[src/sv/bwhm_pkg.sv]
// shared constants, beat types and pipeline control token of the
// window match search; no dependencies
package bwhm_pkg;

  localparam int MAX_QUERY     = 64;
  localparam int MAX_REFERENCE = 1024;
  localparam int NUM_REFS      = 3;

  localparam int SYM_W   = 8;
  localparam int GID_W   = 2;
  localparam int COUNT_W = 7;
  localparam int REF_W   = $clog2(MAX_REFERENCE + 1);

  // popcount tree shape
  localparam int GROUP      = 8;
  localparam int NUM_GROUPS = (MAX_QUERY + GROUP - 1) / GROUP;
  localparam int GSUM_W     = $clog2(GROUP + 1);

  localparam logic FUNC_QUERY = 1'b0;
  localparam logic FUNC_REF   = 1'b1;

  localparam logic [GID_W-1:0] LAST_GID = 2'd2;

  typedef enum logic [1:0] {
    ST_OK       = 2'd0,
    ST_LEN_DIFF = 2'd1,
    ST_TOO_LONG = 2'd2,
    ST_OVERFLOW = 2'd3
  } status_t;

  typedef struct packed {
    logic             func;
    logic [GID_W-1:0] genome_id;
    logic [SYM_W-1:0] symbol;
    logic             last;
  } item_t;

  typedef struct packed {
    logic [COUNT_W-1:0] best_count_a;
    logic [COUNT_W-1:0] best_count_b;
    logic [COUNT_W-1:0] best_count_c;
    logic [COUNT_W-1:0] query_length;
    logic [2:0]         winner_mask;
    logic [1:0]         status;
  } result_t;

  // travels beside the match bits down the count pipeline
  typedef struct packed {
    logic               score;
    logic               clr_one;
    logic               clr_all;
    logic               emit;
    logic [GID_W-1:0]   gid;
    status_t            status;
    logic [COUNT_W-1:0] qlen;
  } ctl_t;

endpackage

[src/sv/bwhm_cell.sv]
// one position of the window: a query byte, a reference byte and the
// registered equality of the two; uses bwhm_pkg
module bwhm_cell (
  input  logic                     clk,
  input  logic                     rst,
  input  logic                     load_q,
  input  logic                     shift_w,
  input  logic                     en,
  input  logic [bwhm_pkg::SYM_W-1:0] q_in,
  input  logic [bwhm_pkg::SYM_W-1:0] w_in,
  output logic [bwhm_pkg::SYM_W-1:0] q,
  output logic [bwhm_pkg::SYM_W-1:0] w,
  output logic                     match
);
  import bwhm_pkg::*;

  always_ff @(posedge clk) begin
    if (rst) begin
      w <= '0;
    end else if (shift_w) begin
      w <= w_in;
    end
  end

  // compare against the byte arriving this beat, so match lines up with w
  always_ff @(posedge clk) begin
    if (load_q) begin
      q <= q_in;
    end
    if (shift_w) begin
      match <= en && (q == w_in);
    end
  end

endmodule

[src/sv/bwhm_popcount.sv]
// two-stage registered count of the match bits of the cell row
// uses bwhm_pkg
module bwhm_popcount (
  input  logic                         clk,
  input  logic                         adv,
  input  logic [bwhm_pkg::MAX_QUERY-1:0] bits,
  output logic [bwhm_pkg::COUNT_W-1:0]   total
);
  import bwhm_pkg::*;

  logic [GSUM_W-1:0]  gsum      [NUM_GROUPS];
  logic [GSUM_W-1:0]  gsum_next [NUM_GROUPS];
  logic [COUNT_W-1:0] total_next;

  always_comb begin
    for (int g = 0; g < NUM_GROUPS; g++) begin
      gsum_next[g] = '0;
      for (int b = 0; b < GROUP; b++) begin
        if (g * GROUP + b < MAX_QUERY) begin
          gsum_next[g] = gsum_next[g] + GSUM_W'(bits[g * GROUP + b]);
        end
      end
    end
  end

  always_comb begin
    total_next = '0;
    for (int g = 0; g < NUM_GROUPS; g++) begin
      total_next = total_next + COUNT_W'(gsum[g]);
    end
  end

  always_ff @(posedge clk) begin
    if (adv) begin
      gsum  <= gsum_next;
      total <= total_next;
    end
  end

endmodule

[src/sv/best_window_hamming_match3.sv]
// A result beat is registered once the last reference-2 symbol has left the count pipeline.
// Throughput: one symbol per cycle when item_stall is low; reference beats shift the cell row and
// compare, and the match count goes through a two-stage popcount before the best-count update.
// item_stall rises only while a result leaves the count pipeline and the held result is stalled.
// Reset (rst, synchronous) clears counters, flags, best counts, window bytes and the pipeline
// valid bits; query bytes, match bits and the pipeline data are not reset.
module best_window_hamming_match3 (
  input  logic              clk,
  input  logic              rst,
  input  logic              item_valid,
  output logic              item_stall,
  input  bwhm_pkg::item_t   item,
  output logic              result_valid,
  input  logic              result_stall,
  output bwhm_pkg::result_t result
);
  import bwhm_pkg::*;

  logic               move;
  logic               accept;
  logic               is_query;
  logic               is_ref;
  logic               load_q;
  logic               shift_w;

  logic [COUNT_W-1:0] query_count, query_count_next;
  logic               overflow_flag, overflow_flag_next;
  logic               query_closed, query_closed_next;
  logic [REF_W-1:0]   window_fill, window_fill_next;
  logic [REF_W-1:0]   ref_len      [NUM_REFS];
  logic [REF_W-1:0]   ref_len_next [NUM_REFS];
  logic [COUNT_W-1:0] best         [NUM_REFS];
  logic [COUNT_W-1:0] best_next    [NUM_REFS];

  ctl_t               ctl_next;
  logic               tok_next;
  ctl_t               c1, c2, c3;
  logic               v1, v2, v3;

  logic [SYM_W-1:0]   q_chain [MAX_QUERY];
  logic [SYM_W-1:0]   w_chain [MAX_QUERY];
  logic [MAX_QUERY-1:0] match;
  logic [COUNT_W-1:0] total;

  logic [COUNT_W-1:0] top;
  result_t            result_next;

  assign move     = !(v3 && c3.emit && result_valid && result_stall);
  assign item_stall = !move;
  assign accept   = item_valid && move;
  assign is_query = (item.func == FUNC_QUERY);
  assign is_ref   = (item.func == FUNC_REF) && (item.genome_id <= LAST_GID);
  assign shift_w  = accept && is_ref;
  assign load_q   = accept && is_query &&
                    ((query_closed ? '0 : query_count) < COUNT_W'(MAX_QUERY));

  // cell row: query bytes and window bytes both enter at cell 0
  for (genvar m = 0; m < MAX_QUERY; m++) begin : g_cell
    logic [SYM_W-1:0] q_src, w_src;
    if (m == 0) begin : g_head
      assign q_src = item.symbol;
      assign w_src = item.symbol;
    end else begin : g_body
      assign q_src = q_chain[m-1];
      assign w_src = w_chain[m-1];
    end
    bwhm_cell u_cell (
      .clk     (clk),
      .rst     (rst),
      .load_q  (load_q),
      .shift_w (shift_w),
      .en      (COUNT_W'(m) < query_count),
      .q_in    (q_src),
      .w_in    (w_src),
      .q       (q_chain[m]),
      .w       (w_chain[m]),
      .match   (match[m])
    );
  end

  bwhm_popcount u_popcount (
    .clk   (clk),
    .adv   (move),
    .bits  (match),
    .total (total)
  );

  // front: counters, lengths and the control token of this beat
  always_comb begin
    logic [REF_W-1:0]   wf_inc;
    logic [COUNT_W-1:0] qc_base;
    query_count_next   = query_count;
    overflow_flag_next = overflow_flag;
    query_closed_next  = query_closed;
    window_fill_next   = window_fill;
    ref_len_next       = ref_len;
    ctl_next           = '0;
    ctl_next.qlen      = query_count;
    tok_next           = 1'b0;
    qc_base            = query_count;
    wf_inc = (window_fill < REF_W'(MAX_REFERENCE)) ? window_fill + 1'b1 : window_fill;
    if (is_query) begin
      if (query_closed) begin
        // a new query drops everything from the previous search
        qc_base            = '0;
        overflow_flag_next = 1'b0;
        query_closed_next  = 1'b0;
        window_fill_next   = '0;
        for (int r = 0; r < NUM_REFS; r++) ref_len_next[r] = '0;
        ctl_next.clr_all   = 1'b1;
        tok_next           = 1'b1;
      end
      if (qc_base < COUNT_W'(MAX_QUERY)) begin
        query_count_next = qc_base + 1'b1;
      end else begin
        query_count_next   = qc_base;
        overflow_flag_next = 1'b1;
      end
      if (item.last) query_closed_next = 1'b1;
    end else if (is_ref) begin
      tok_next          = 1'b1;
      ctl_next.gid      = item.genome_id;
      ctl_next.clr_one  = (window_fill == '0);
      window_fill_next  = wf_inc;
      ref_len_next[item.genome_id] = wf_inc;
      ctl_next.score    = (query_count != '0) && (wf_inc >= REF_W'(query_count));
      if (item.last) begin
        window_fill_next = '0;
        if (item.genome_id == LAST_GID) begin
          ctl_next.emit = 1'b1;
          if (ref_len_next[0] != ref_len_next[1] || ref_len_next[0] != ref_len_next[2]) begin
            ctl_next.status = ST_LEN_DIFF;
          end else if (REF_W'(query_count) > ref_len_next[0]) begin
            ctl_next.status = ST_TOO_LONG;
          end else if (overflow_flag) begin
            ctl_next.status = ST_OVERFLOW;
          end else begin
            ctl_next.status = ST_OK;
          end
          for (int r = 0; r < NUM_REFS; r++) ref_len_next[r] = '0;
        end
      end
    end
  end

  always_ff @(posedge clk) begin
    if (rst) begin
      query_count   <= '0;
      overflow_flag <= 1'b0;
      query_closed  <= 1'b0;
      window_fill   <= '0;
      for (int r = 0; r < NUM_REFS; r++) ref_len[r] <= '0;
    end else if (accept) begin
      query_count   <= query_count_next;
      overflow_flag <= overflow_flag_next;
      query_closed  <= query_closed_next;
      window_fill   <= window_fill_next;
      ref_len       <= ref_len_next;
    end
  end

  // token stages line up with match bits, group sums and total
  always_ff @(posedge clk) begin
    if (rst) begin
      v1 <= 1'b0;
      v2 <= 1'b0;
      v3 <= 1'b0;
    end else if (move) begin
      v1 <= accept && tok_next;
      v2 <= v1;
      v3 <= v2;
    end
  end

  always_ff @(posedge clk) begin
    if (move) begin
      c1 <= ctl_next;
      c2 <= c1;
      c3 <= c2;
    end
  end

  // back: best-count update and result build
  always_comb begin
    best_next = best;
    if (c3.clr_all) begin
      for (int r = 0; r < NUM_REFS; r++) best_next[r] = '0;
    end
    if (c3.clr_one) best_next[c3.gid] = '0;
    if (c3.score && total > best_next[c3.gid]) best_next[c3.gid] = total;

    top = best_next[0];
    for (int r = 1; r < NUM_REFS; r++) begin
      if (best_next[r] > top) top = best_next[r];
    end

    result_next              = '0;
    result_next.query_length = c3.qlen;
    result_next.status       = c3.status;
    if (c3.status == ST_OK) begin
      result_next.best_count_a = best_next[0];
      result_next.best_count_b = best_next[1];
      result_next.best_count_c = best_next[2];
      for (int r = 0; r < NUM_REFS; r++) begin
        result_next.winner_mask[r] = (best_next[r] == top);
      end
    end
  end

  always_ff @(posedge clk) begin
    if (rst) begin
      for (int r = 0; r < NUM_REFS; r++) best[r] <= '0;
    end else if (move && v3) begin
      if (c3.emit) begin
        for (int r = 0; r < NUM_REFS; r++) best[r] <= '0;
      end else begin
        best <= best_next;
      end
    end
  end

  always_ff @(posedge clk) begin
    if (rst) begin
      result_valid <= 1'b0;
    end else if (move && v3 && c3.emit) begin
      result_valid <= 1'b1;
    end else if (!result_stall) begin
      result_valid <= 1'b0;
    end
  end

  always_ff @(posedge clk) begin
    if (move && v3 && c3.emit) begin
      result <= result_next;
    end
  end

endmodule

[config.mk]
export PLATFORM = sky130hd
export DESIGN_NAME = best_window_hamming_match3
export DESIGN_NICKNAME = d
export VERILOG_FILES = /design/src/sv/bwhm_pkg.sv /design/src/sv/bwhm_cell.sv /design/src/sv/bwhm_popcount.sv /design/src/sv/best_window_hamming_match3.sv
export SDC_FILE = /design/constraint.sdc
export NUM_CORES = 2
export LEC_CHECK = 0
export ABC_AREA = 1
export BUFFER_PORTS_ARGS = -buffer_cell sky130_fd_sc_hd__buf_2
export CAP_MARGIN = 30
export CORE_ASPECT_RATIO = 0.7
export CORE_MARGIN = 10
export CORE_UTILIZATION = 50
export DETAILED_ROUTE_END_ITERATION = 7
export PLACE_DENSITY = 0.67
export SETUP_SLACK_MARGIN = 0.2
export SLEW_MARGIN = 25
export SYNTH_ARGS = -nofsm -noshare
export SYNTH_HDL_FRONTEND = slang
export SYNTH_SLANG_ARGS = --single-unit
[constraint.sdc]
create_clock -name clk -period 34.9 [get_ports clk]
set_input_delay 3.49 -clock clk [delete_from_list [all_inputs] [get_ports clk]]
set_output_delay 3.49 -clock clk [all_outputs]
set_load 0.05 [all_outputs]
==> impl_metrics.yaml <==
timing:
  hold_ws_ns: 0.417
  final.setup.tns_ns: 0
  layout_min_cycle_time_ns: 7.97
  fin_skew_ns: 0.0213
  slew_violations: 0
  slew_headroom: 0.0883
  max_freq_mhz: 125
  layout_setup_ws_ns: 26.93
  period_share: 0.228
  setup_viol: 0
  worst_pin_slew_ns: 1.37
  hold_violations: 0
  grt_setup_unrepaired: "no"
floorplan:
  die_w_um: 407
  io_pins: 51
  start_util: 0.504
  die-area_mm2: 0.119
  core_mm2: 0.104
  dieHeight_um: 291
  num_rows: 99
synthesis:
  async_reset_ff_frac: 0
  yosysMostFrequentCell: "nor2_1"
  synth_top_cell_area_share: 0.396
  yosysWarnings: 0
  ys_seq_area_frac: 0.618
  synth-edff-count: 693
  synth_cell_types: 55
  synth_seq_cells: 1275
  syn_area_per_cell_um2: 10.5
  synth_area_leaders: "edfxtp_1, dfxtp_1, nor2_1"
  ys.flop_type: "edfxtp_1"
  syn_area_mm2: 0.0525
  synth.net_count: 5169
  synth_commonest_cells: "nor2_1, edfxtp_1, o21ai_0"
  synth_cells: 5027
  post-synth-top-area-cell: "edfxtp_1"
placed_design:
  pre_cts_ws_ns: 26.97
  placed_cells: 6322
  port_buffers: 50
  routabilityCongestion: 0.865
  dp_hpwl_um: 75200
power_and_ir_drop:
  total_leakage_power_nw: 22.8
  peakVddDrop_mv: 0.0766
  pwr_density_cell_mw_per_mm2: 62.4
cts:
  cts_max_path_buffers: 3
  clk_latency_ns: 0.72
  cts_max_level: 3
  clk_pin_slew_ns: 0.06
  cts_root_buf: "clkbuf_16"
  ctsResizeCount: 0
  cts_hold_buf: 0
  cts_made_buffers: 117
  clock-sinks: 1275
  cts_setup_buffers: 0
  cts_tree: "yes"
setup_path:
  reg2reg_to: "result[2]$_SDFFCE_PP0P_"
  crit_arrival_ns: 8.45
  r2r_start: "c3[9]$_DFFE_PN_"
  r2r_cells: 38
  critPathRequiredTime_ns: 35.37
  r2r_slack_ns: 26.93
  slowest_stage: "edfxtp_1"
  setup.worst_path.end_class: "flop"
  critPathLaunch: "c3[9]$_DFFE_PN_"
  worstSetupStartpointType: "flop"
  worst-path-max-fanout: 18
  slowest_delay_ns: 0.62
  endpoint: "result[2]$_SDFFCE_PP0P_"
  worstSetupPathType: "reg2reg"
hold_path:
  hp-class: "reg2reg"
final_layout:
  multi_input_area_mm2: 0.0178
  syn_to_final_growth_pct: 10.9
  seqCellArea_mm2: 0.0325
  fillers: 8915
  fin_nets: 5174
  fin_cells: 6549
  drive_gt1_frac: 0.0711
global_route:
  grt_pass1_wl_um: 188000
  antenna_found_initial: 11
  grtUsageTotal: 0.193
  overflow: 0
  grt_pass1_vias: 33258
  grt_max_degree: 249
route:
  vias: 35340
  first_iter_violations: 3746
  avgRoutedWirePerCell_um: 18.0
  ant_nets: 0
  avgViaCountPerCell: 5.40
  firstDrtPassIters: 8
  drc: 0
  drt_wl_total_um: 118000
run:
  drv_cap: 0
status:
  status: "complete, no violations"
-- registers in the layout (all words and copies together), names as in the netlist --
name / flops
best: 21
c1: 15
c2: 15
c3: 15
g_cell.u_cell.match: 64
g_cell.u_cell.q: 512
g_cell.u_cell.w: 504
overflow_flag: 1
query_closed: 1
query_count: 7
ref_len: 33
result: 33
result_valid: 1
u_popcount.gsum: 32
u_popcount.total: 7
v1: 1
v2: 1
v3: 1
window_fill: 11
-- worst min path at each step --
stage                              start          endpoint  slack (ns)  cells after the start
finish                   c1[1]$_DFFE_PN_   c2[1]$_DFFE_PN_        0.42                      0
global route             c2[8]$_DFFE_PN_   c3[8]$_DFFE_PN_        0.42                      0
CTS                      c1[1]$_DFFE_PN_   c2[1]$_DFFE_PN_        0.42                      0
detailed placement  c1[11]$_SDFFCE_PN0N_  c2[11]$_DFFE_PN_        0.40                      0
global placement         c1[5]$_DFFE_PN_   c2[5]$_DFFE_PN_        0.40                      0
floorplan                c1[0]$_DFFE_PN_   c2[0]$_DFFE_PN_        0.40                      0
-- per-layer routing --
metal	vias up	GRT usage	wire length (um)
met3	180	0.0367	8590
met5	-	0	73
li1	17066	-	-
met4	12	0.0430	2190
met1	17025	0.304	58200
met2	1057	0.270	49000
-- critical path: cells and delay by family (launching register included) --
family	cells	cell delay, ns
AND/OR/NAND/NOR	21	2.76
AO/OA/AOI/OAI	6	1.97
buffers and inverters	8	1.44
adder cells (fa/ha/maj)	3	0.91
flip-flops	1	0.62
-- power by group --
group / total (mW) / switching (mW) / internal (mW)
Combinational: 0.576 / 0.368 / 0.208
Clock: 1.32 / 0.567 / 0.751
Sequential: 1.74 / 0.0573 / 1.69
Total: 3.64 / 0.993 / 2.64
-- kinds of logic after synthesis --
family | synth area share
AND/OR/NAND/NOR | 0.129
XOR/XNOR | 0.0673
flip-flops | 0.618
multiplexers | 0.000571
adder cells (fa/ha/maj) | 0.0373
buffers and inverters | 0.0438
AO/OA/AOI/OAI | 0.104
-- cells in the final DEF (no fill, tap or decap), drive strengths merged, types with 9 or more instances in the layout --
master,instances
nand2,452
inv,402
o22ai,17
nand4,66
bufinv,12
nor3,25
ha,75
a211oi,18
buf,90
o211ai,9
xnor2,200
o21ai,612
xor2,204
edfxtp,693
nor2,816
nand3,119
a21oi,280
fa,51
nor4,45
a221oi,17
dfxtp,582
a2111oi,21
clkbuf,169
o2111ai,16
or2,51
nor3b,13
clkinv,36
-- final cells by class --
type / count / area share
Clock buffer: 169 / 0.0569
Clock inverter: 51 / 0.0111
Inverter: 402 / 0.0263
Multi-Input combinational cell: 3146 / 0.306
Antenna cell: 2 / 0.0000859
Tap cell: 1414 / 0.0304
Sequential cell: 1275 / 0.557
Timing Repair Buffer: 90 / 0.0122
-- metrics by stage --
step                cell area (um2)  total power [mW]   util
floorplan                     52500              2.21      -
global placement              54100              2.33  0.519
detailed placement            54200              2.35  0.519
CTS                           58100              3.66  0.557
global route                  58200              3.81  0.558
finish                        58300              3.64  0.559
(Power assumes the default switching activity.)
